[src/rtl/core/gib_pkg.sv]
// ----------------------------------------------------------------------------
// gib_pkg
// Shared types, constants and helpers for the grid index boundary flag block.
// ----------------------------------------------------------------------------
package gib_pkg;

  localparam int IDX_W      = 30;  // width of a linear grid index
  localparam int CFG_W      = 11;  // width of an axis size register
  localparam int CFG_IDX_W  = 2;   // width of the register index
  localparam int NUM_AXES   = 3;
  localparam int DIV_STEP   = 4;   // quotient bits resolved per pipeline stage, at most (an axis' last does 2)
  localparam int SZ_MAX_W   = 17;  // widest effective size (MAX_AXIS up to 65536)
  localparam int MAX_AXIS_DEF = 1024;

  typedef enum logic [CFG_IDX_W-1:0] {
    REG_SIZE_X = 2'd0,
    REG_SIZE_Y = 2'd1,
    REG_SIZE_Z = 2'd2
  } reg_idx_t;

  typedef struct packed {
    logic             mode;
    logic [IDX_W-1:0] grid_index;
  } in_t;

  typedef struct packed {
    logic [NUM_AXES-1:0] lower_flags;
    logic [NUM_AXES-1:0] upper_flags;
  } out_t;

  // Lower and upper boundary test for one axis; coord < size always holds.
  function automatic logic [1:0] axis_flags(input logic [SZ_MAX_W-1:0] coord,
                                            input logic [SZ_MAX_W-1:0] size,
                                            input logic                cube);
    logic [SZ_MAX_W:0] reach;
    logic              lo;
    logic              up;
    reach = {1'b0, coord} + (cube ? (SZ_MAX_W+1)'(2) : (SZ_MAX_W+1)'(1));
    lo    = (coord == '0);
    up    = (reach >= {1'b0, size});
    return {up, lo};
  endfunction

endpackage

[src/rtl/core/gib_div_stage.sv]
// ----------------------------------------------------------------------------
// gib_div_stage
// One pipeline stage of a restoring divider: resolves a few quotient bits of
// the running index against one axis size. The first stage of an axis starts
// a fresh remainder and folds the previous axis' remainder into the flags.
// ----------------------------------------------------------------------------
module gib_div_stage
  import gib_pkg::*;
#(
  parameter int RW    = 11,  // remainder width
  parameter int NSTEP = 4,   // quotient bits done here
  parameter bit FIRST = 1'b0,
  parameter int AXIS  = 0
) (
  input  logic                clk,
  input  logic                rst_n,
  input  logic                up_valid,
  output logic                up_ready,
  input  logic                up_mode,
  input  logic [RW-1:0]       up_rem,
  input  logic [IDX_W-1:0]    up_quot,
  input  logic [NUM_AXES-1:0] up_lower,
  input  logic [NUM_AXES-1:0] up_upper,
  input  logic [RW-1:0]       size,
  input  logic [RW-1:0]       prev_size,
  output logic                dn_valid,
  input  logic                dn_ready,
  output logic                dn_mode,
  output logic [RW-1:0]       dn_rem,
  output logic [IDX_W-1:0]    dn_quot,
  output logic [NUM_AXES-1:0] dn_lower,
  output logic [NUM_AXES-1:0] dn_upper
);

  logic                valid_r;
  logic                mode_r;
  logic [RW-1:0]       rem_r, rem_nxt;
  logic [IDX_W-1:0]    quot_r, quot_nxt;
  logic [NUM_AXES-1:0] lower_r, lower_nxt;
  logic [NUM_AXES-1:0] upper_r, upper_nxt;

  assign up_ready = !valid_r || dn_ready;

  always_comb begin
    logic [RW:0]   trial;
    logic [RW-1:0] r;
    logic [IDX_W-1:0] q;
    logic [1:0]    fl;
    lower_nxt = up_lower;
    upper_nxt = up_upper;
    fl        = '0;
    if (FIRST) begin
      r = '0;
      if (AXIS > 0) begin
        fl = axis_flags(SZ_MAX_W'(up_rem), SZ_MAX_W'(prev_size), up_mode);
        lower_nxt[(AXIS > 0) ? AXIS-1 : 0] = fl[0];
        upper_nxt[(AXIS > 0) ? AXIS-1 : 0] = fl[1];
      end
    end else begin
      r = up_rem;
    end
    q = up_quot;
    for (int i = 0; i < NSTEP; i++) begin
      trial = {r, q[IDX_W-1]};
      if (trial >= {1'b0, size}) begin
        trial = trial - {1'b0, size};
        q     = {q[IDX_W-2:0], 1'b1};
      end else begin
        q     = {q[IDX_W-2:0], 1'b0};
      end
      r = trial[RW-1:0];
    end
    rem_nxt  = r;
    quot_nxt = q;
  end

  always_ff @(posedge clk) begin
    if (!rst_n) begin
      valid_r <= 1'b0;
    end else if (up_ready) begin
      valid_r <= up_valid;
    end
  end

  always_ff @(posedge clk) begin
    if (up_ready) begin
      mode_r  <= up_mode;
      rem_r   <= rem_nxt;
      quot_r  <= quot_nxt;
      lower_r <= lower_nxt;
      upper_r <= upper_nxt;
    end
  end

  assign dn_valid = valid_r;
  assign dn_mode  = mode_r;
  assign dn_rem   = rem_r;
  assign dn_quot  = quot_r;
  assign dn_lower = lower_r;
  assign dn_upper = upper_r;

endmodule

[src/rtl/core/grid_index_boundary_bits.sv]
// ----------------------------------------------------------------------------
// grid_index_boundary_bits
// Boundary flags of a grid vertex or cube from its linear index.
// ----------------------------------------------------------------------------
// Usage:
//   in_valid/in_ready carry a request {mode, grid_index}; mode 0 names a
//   vertex, mode 1 a cube by its lowest corner. out_valid/out_ready return
//   {lower_flags, upper_flags}, one result per request, in order.
//   cfg_we writes cfg_wdata into the axis size selected by cfg_index
//   (0 = x, 1 = y, 2 = z, others ignored); write only while the block is idle.
//   The index is split into coordinates by three restoring dividers, each
//   cut into ceil(30/4) = 8 stages of up to four quotient bits, plus one
//   output stage; throughput is one request per cycle while out_ready is high.
//   Every stage holds its own valid bit and takes a new request whenever it
//   is empty or its successor moves, so bubbles collapse; when out_ready is
//   low the pipe fills up and in_ready drops only once every stage is full.
//   Synchronous reset empties the pipe and sets all axis sizes to 1.
// ----------------------------------------------------------------------------
module grid_index_boundary_bits
  import gib_pkg::*;
#(
  parameter int MAX_AXIS = MAX_AXIS_DEF
) (
  input  logic                 clk,
  input  logic                 rst_n,
  input  logic                 in_valid,
  output logic                 in_ready,
  input  in_t                  in_data,
  output logic                 out_valid,
  input  logic                 out_ready,
  output out_t                 out_data,
  input  logic                 cfg_we,
  input  logic [CFG_IDX_W-1:0] cfg_index,
  input  logic [CFG_W-1:0]     cfg_wdata
);

  localparam int RW   = $clog2(MAX_AXIS + 1);
  localparam int NS   = (IDX_W + DIV_STEP - 1) / DIV_STEP;
  localparam int NSTG = NUM_AXES * NS;
  localparam int CW   = (RW > CFG_W) ? RW : CFG_W;

  logic [CFG_W-1:0] size_r [NUM_AXES];
  logic [RW-1:0]    eff    [NUM_AXES];

  always_ff @(posedge clk) begin
    if (!rst_n) begin
      for (int d = 0; d < NUM_AXES; d++) size_r[d] <= CFG_W'(1);
    end else if (cfg_we) begin
      case (reg_idx_t'(cfg_index))
        REG_SIZE_X: size_r[0] <= cfg_wdata;
        REG_SIZE_Y: size_r[1] <= cfg_wdata;
        REG_SIZE_Z: size_r[2] <= cfg_wdata;
        default: ;
      endcase
    end
  end

  // Zero reads as one, oversize clamps to MAX_AXIS.
  always_comb begin
    logic [CW-1:0] raw;
    for (int d = 0; d < NUM_AXES; d++) begin
      raw = CW'(size_r[d]);
      if (raw == '0) begin
        eff[d] = RW'(1);
      end else if (raw > CW'(MAX_AXIS)) begin
        eff[d] = RW'(MAX_AXIS);
      end else begin
        eff[d] = raw[RW-1:0];
      end
    end
  end

  logic                v_c    [NSTG+1];
  logic                rdy_c  [NSTG+1];
  logic                mode_c [NSTG+1];
  logic [RW-1:0]       rem_c  [NSTG+1];
  logic [IDX_W-1:0]    quot_c [NSTG+1];
  logic [NUM_AXES-1:0] lo_c   [NSTG+1];
  logic [NUM_AXES-1:0] up_c   [NSTG+1];

  assign v_c[0]    = in_valid;
  assign in_ready  = rdy_c[0];
  assign mode_c[0] = in_data.mode;
  assign rem_c[0]  = '0;
  assign quot_c[0] = in_data.grid_index;
  assign lo_c[0]   = '0;
  assign up_c[0]   = '0;

  for (genvar s = 0; s < NSTG; s++) begin : g_stage
    localparam int AX  = s / NS;
    localparam int LOC = s % NS;
    localparam int LEFT = IDX_W - LOC * DIV_STEP;
    gib_div_stage #(
      .RW    (RW),
      .NSTEP ((LEFT < DIV_STEP) ? LEFT : DIV_STEP),
      .FIRST (LOC == 0),
      .AXIS  (AX)
    ) u_stage (
      .clk       (clk),
      .rst_n     (rst_n),
      .up_valid  (v_c[s]),
      .up_ready  (rdy_c[s]),
      .up_mode   (mode_c[s]),
      .up_rem    (rem_c[s]),
      .up_quot   (quot_c[s]),
      .up_lower  (lo_c[s]),
      .up_upper  (up_c[s]),
      .size      (eff[AX]),
      .prev_size (eff[(AX > 0) ? AX-1 : 0]),
      .dn_valid  (v_c[s+1]),
      .dn_ready  (rdy_c[s+1]),
      .dn_mode   (mode_c[s+1]),
      .dn_rem    (rem_c[s+1]),
      .dn_quot   (quot_c[s+1]),
      .dn_lower  (lo_c[s+1]),
      .dn_upper  (up_c[s+1])
    );
  end

  // Output stage: fold in the last axis and hold the result for the receiver.
  logic       out_valid_r;
  out_t       out_data_r, out_data_nxt;
  logic [1:0] last_fl;

  assign rdy_c[NSTG] = !out_valid_r || out_ready;

  always_comb begin
    last_fl = axis_flags(SZ_MAX_W'(rem_c[NSTG]), SZ_MAX_W'(eff[NUM_AXES-1]),
                         mode_c[NSTG]);
    out_data_nxt.lower_flags = lo_c[NSTG];
    out_data_nxt.upper_flags = up_c[NSTG];
    out_data_nxt.lower_flags[NUM_AXES-1] = last_fl[0];
    out_data_nxt.upper_flags[NUM_AXES-1] = last_fl[1];
  end

  always_ff @(posedge clk) begin
    if (!rst_n) begin
      out_valid_r <= 1'b0;
    end else if (rdy_c[NSTG]) begin
      out_valid_r <= v_c[NSTG];
    end
  end

  always_ff @(posedge clk) begin
    if (rdy_c[NSTG]) begin
      out_data_r <= out_data_nxt;
    end
  end

  assign out_valid = out_valid_r;
  assign out_data  = out_data_r;

`ifndef SYNTHESIS
  a_backpressure_only_when_full: assert property (@(posedge clk) disable iff (!rst_n)
    !in_ready |-> (out_valid && !out_ready))
    else $error("in_ready low with room in the pipe");

  a_empty_after_reset: assert property (@(posedge clk)
    (rst_n && $past(!rst_n)) |-> !out_valid)
    else $error("result valid right after reset");

  a_sizes_nonzero: assert property (@(posedge clk) disable iff (!rst_n)
    (eff[0] != '0) && (eff[1] != '0) && (eff[2] != '0))
    else $error("effective axis size is zero");
`endif

endmodule

[config.mk]
export PLATFORM = sky130hd
export DESIGN_NAME = grid_index_boundary_bits
export DESIGN_NICKNAME = d
export VERILOG_FILES = /design/src/rtl/core/gib_pkg.sv /design/src/rtl/core/gib_div_stage.sv /design/src/rtl/core/grid_index_boundary_bits.sv
export SDC_FILE = /design/constraint.sdc
export NUM_CORES = 2
export LEC_CHECK = 0
export BUFFER_PORTS_ARGS = -buffer_cell sky130_fd_sc_hd__buf_2
export CAP_MARGIN = 20
export CORE_MARGIN = 2
export CORE_UTILIZATION = 36
export CTS_BUF_LIST = sky130_fd_sc_hd__clkbuf_4
export DETAILED_ROUTE_END_ITERATION = 10
export SETUP_SLACK_MARGIN = 0.4
export SYNTH_ARGS = -nofsm -noshare
export SYNTH_HDL_FRONTEND = slang
export SYNTH_SLANG_ARGS = --single-unit
export TNS_END_PERCENT = 30
[constraint.sdc]
create_clock -name clk -period 21.6 [get_ports clk]
set_input_delay 1.08 -clock clk [delete_from_list [all_inputs] [get_ports clk]]
set_output_delay 1.08 -clock clk [all_outputs]
set_load 0.02 [all_outputs]
Word-level counts from Yosys, hierarchy flattened
Memory sizes are Yosys's and may differ from the RTL's.
Cells that the tools add are included.
- flip-flop bits (word level): 1057
- RAM bits: 33
- bits of input ports: 49
- output and inout port bits: 8
- logic and storage cells: 585
- memories: 1
- memories (memory ; words ; bits a word ; rd ports ; clocked after memory_dff ; write ports ; line ; RTL):
    size_r ; 3 ; 11 ; 3 ; 0 ; 3 ; grid_index_boundary_bits.sv:42 ; logic [CFG_W-1:0] size_r [NUM_AXES];
- add/subtract/negate cells: 93
- $lt $le $gt $ge: 96
- eq/ne operators: 2
- mux-type cells: 203
- bitwise operators: 3
- reduce and logical (&&, ||, !) cells: 57
- operators with widths (cell ; number):
    $mux 11 ; 99
    $ge 12x11->1 ; 88
    $sub 11x11->11 ; 87
    $mux 1 ; 101
    $logic_not 11->1 ; 6
    $add 11x18->18 ; 2
    $ge 18x11->1 ; 2
    $ge 1x11->1 ; 3
    $gt 11x11->1 const B ; 3
    $sub 1x11->11 ; 3
    $logic_not 1->1 ; 25
    $logic_or 1x1->1 ; 25
    $add 11x2->12 ; 1
    $mux 2 ; 3
    $or 1x1->1 ; 3
    $eq 2x1->1 const B ; 1
    $eq 2x2->1 const B ; 1
    $logic_not 2->1 ; 1

Logic depth before layout (Yosys ltp)
- depth in word-level cells: 26
- depth in mapped cells: 50
- gate-level depth less buffers: 45

By module
Synthesis repeated with hierarchy kept, for this count alone.
- cell total of the unflattened synthesis: 9227
- area, all modules: 94967.3 um^2
- by module, submodules not included (module ; instances ; cells an instance ; area an instance (um^2) ; seq. area each (um^2)):
    gib_div_stage (g_stage[17].u_stage ...) ; 9 ; 418 ; 4088.9 ; 1461.4
    gib_div_stage (g_stage[10].u_stage ...) ; 7 ; 383 ; 3972.6 ; 1461.4
    gib_div_stage (g_stage[15].u_stage ...) ; 2 ; 234 ; 2912.8 ; 1461.4
    gib_div_stage (g_stage[8].u_stage) ; 1 ; 411 ; 4053.9 ; 1461.4
    gib_div_stage (g_stage[9].u_stage) ; 1 ; 385 ; 4002.6 ; 1461.4
    gib_div_stage (g_stage[2].u_stage) ; 1 ; 383 ; 3993.8 ; 1461.4
    gib_div_stage (g_stage[16].u_stage) ; 1 ; 397 ; 3986.3 ; 1461.4
    gib_div_stage (g_stage[0].u_stage) ; 1 ; 321 ; 3537.1 ; 1461.4
    gib_div_stage (g_stage[7].u_stage) ; 1 ; 236 ; 2881.5 ; 1461.4
    grid_index_boundary_bits ; 1 ; 183 ; 2078.2 ; 1191.1

Least setup slack after synthesis
OpenSTA, ideal clock, no wires.
- path kind: flip-flop to flip-flop
- start point: memory size_r[1][10] (netlist: size_r[0][21])
- end point: register g_stage[11].u_stage.rem_r[6], data pin
- setup time: 0.260 ns
- arrival time: 11.728 ns
- required time: 21.340 ns
- slack: 9.613 ns
- cell stages (with the launch flop): 47
- path buffers: 7
- period minus slack after synthesis: 11.987 ns
- path through: edfxtp_1 -> inv_1 -> clkbuf_1 -> nand2_1 -> inv_1 -> fa_1 -> nor2b_1 -> o31ai_1 -> a221oi_1 -> o21ai_0 -> nor2b_1 -> clkbuf_1 -> clkbuf_1 -> nor2_1 -> a21oi_1 -> fa_1 -> nand2b_1 -> a21oi_1 -> [... 11 more ...] -> o211ai_1 -> a31oi_1 -> a31o_2 -> a211o_1 -> a211oi_2 -> clkbuf_1 -> mux2i_1 -> ha_1 -> nor2b_1 -> o21ai_0 -> a21o_1 -> a31oi_1 -> or4_1 -> a31o_2 -> or2_2 -> mux2_2 -> buf_2 -> mux2_2
- RTL lines (what ; line ; RTL):
    start, declared ; grid_index_boundary_bits.sv:42 ;
    end signal, assigned ; gib_div_stage.sv:88 ; rem_r <= rem_nxt;
    end, declared ; gib_div_stage.sv:37 ; logic [RW-1:0] rem_r, rem_nxt;

==> reports/results.ini <==
[global_route]
grt_pass1_vias=66398
grtUsageTotal_pct=19.2
grt_pass1_wl_um=362000
antenna_found_initial=16
grt_max_degree=46
grt-ovfl-total=0

[sta]
final.setup.tns_ps=0
worst-slew-pin-transition_ps=1100
finalSetupViolCount=0
fin_crit_sh_pct=57.6
finalHoldViolCount=0
skew_ps=129
final_max_slew_viol_count=0
rsz0062_at_grt=no
clock.fmax_mhz=80.4
finalCriticalPeriod_ps=12440
relSlewSlack_pct=26.1

[worst_setup_path]
critical_path.startpoint_type=flop
crit_path_frequent_cell=o21ai_0
max_stage_delay_ps=890
worstSetupStartpoint=size_r[0][13]
crit_family=compound AO/OA/AOI/OAI gates
critical_path_class=reg2reg
cp-end-kind=flop
crit_required_ps=22590
timing.critical_path.buf_inv=2
regToRegStartpoint=size_r[0][13]
crit_path_top_delay_cell=a211oi_2
arrival_ps=13430
critical_path.max_fanout=31

[detailed_routing]
wl_met1_um=104000
ant_nets=0
num_vias=67472
drt_iter0_drc=4705
wl_per_cell_um=19.2
dr.pass1.iters=7
viasPerCell=5.55
wirelength_um=233000
wl_met3_um=11900
met2RoutedLength_um=108000
routed.top_layer=met5
drcViolationCount=0

[clocking]
path_clk_slew_ps=70
clk_latency_ps=1320
clkSinkCount=978
cts_root_buf=clkbuf_4
cts.path.max_buffers=4
cts_buffers=293
ctsHoldBuffers=28
cts_resized=0
htree_levels=5
postCtsSetupBuffers=0
cts_tree=yes

[synthesis]
synth-edff-count=953
yosysSeqAreaShare_pct=34.8
syn_inst=8585
yosysUniqueCellTypes=106
async_flop_share_pct=0
yosysTopAreaCell=edfxtp_1
syn_avg_cell_area_um2=9.73
synth_nets=9726
synth_top_area_share_pct=34.2
synth-seq-cells=978
syn_area_um2=83600
yosys_warnings=0
synth_flop_cell=edfxtp_1
synthTopCellsByArea=edfxtp_1 (34%), ha_1 (15%), mux2_2 (5.1%)

[floorplanning]
start_util_pct=36.3
dieArea_um2=236000
dieWidth_um=486
num_io_pins=57
rows=176
dieHeight_um=486
core_area_um2=230000

[run]
drv_cap=0

[layout]
stdcell_count=12162
drive_gt1_share_pct=12.5
post-route-util_pct=39.8
layout.nets=10074
syn2layout_area_growth_pct=9.70
mostFrequentLayoutCell=ha_1
mostFrequentLayoutCells=ha_1 (1002), edfxtp_1 (953), nor2_1 (658)

[worst_hold_path]
worstHoldPathType=in2reg
hp-start=in_data[26]

[place]
dpl.cell_count=11630
port_buffers=56
gp_congestion=0.897
hpwl_um=171000

[outcome]
outcome=finished clean

-- per-layer routing --
metal,GRT usage [%],vias up
li1,-,33003
met1,24.8,32134
met2,32.1,1836
met3,2.87,493
met4,7.54,6
met5,0,-
-- path summary, 6_finish.rpt --
path / endpoint / slack [ps] / cells past startpoint
max: g_stage[11].u_stage.dn_rem[8] / 9160 / 40
min: g_stage[0].u_stage.dn_rem[0] / 150 / 3
max reg2reg: g_stage[11].u_stage.dn_rem[8] / 9160 / 40
min reg2reg: g_stage[10].u_stage.dn_quot[16] / 320 / 0
-- flip-flops by register name, indices dropped and copies added, names as in the netlist --
name,flops
g_stage.u_stage.dn_quot,578
g_stage.u_stage.dn_rem,264
size_r,33
g_stage.u_stage.dn_mode,24
g_stage.u_stage.dn_valid,24
g_stage.u_stage.dn_lower,24
g_stage.u_stage.dn_upper,24
out_data,6
out_valid,1
-- cell usage after synthesis (all sizes together), types with 59 or more instances --
cell type  number
inv           597
o31ai          93
nor2          660
a21boi        104
a31oi          77
mux2          386
o21ai         599
nor2b         218
edfxtp        953
nand2b        123
a21oi         500
ha           1002
and3           72
xnor2         324
fa             90
or2            61
nand4         151
nand2         593
o21a          159
nand3         173
or3            59
a21o          171
clkbuf         92
xor2          210
mux2i         151
nor3          206
-- stage by stage --
step	hold slack (ps)	cell area [um^2]	setup WS [ps]
floorplan	400	83600	9610
global placement	400	87900	9500
detailed placement	405	87900	9270
CTS	9.72	91500	9210
global route	77.1	91700	8080
finish	145	91700	9160
-- worst min-delay path: stages --
cell and delay [ps]:
buf_2 90, nand2_1 40, o21ai_0 70
-- cell families (layout without fill, tap and decap cells) --
group	after synthesis	after routing	synth area share [%]
AND/OR/NAND/NOR	2520	2520	14.8
AO/OA/AOI/OAI	2197	2197	17.3
adder cells (fa/ha/maj)	1092	1092	17.2
flip-flops	978	978	34.8
buffers and inverters	727	1262	3.33
multiplexers	537	537	7.02
XOR/XNOR	534	534	5.60
other	0	16	0
-- area by class of cell --
class / instances / area [um^2]
fill: 22518 / 139000
sequential: 978 / 29100
clock inverter: 87 / 378
tap: 3026 / 3790
antenna: 16 / 40.0
inverter: 599 / 2250
clock buffer: 395 / 2970
timing repair buffer: 181 / 1340
multi-input combinational: 6880 / 51800
Power is left out: the tool's default activity adds up to more than one toggle a clock period on the data nets, which glitch-free logic cannot reach.
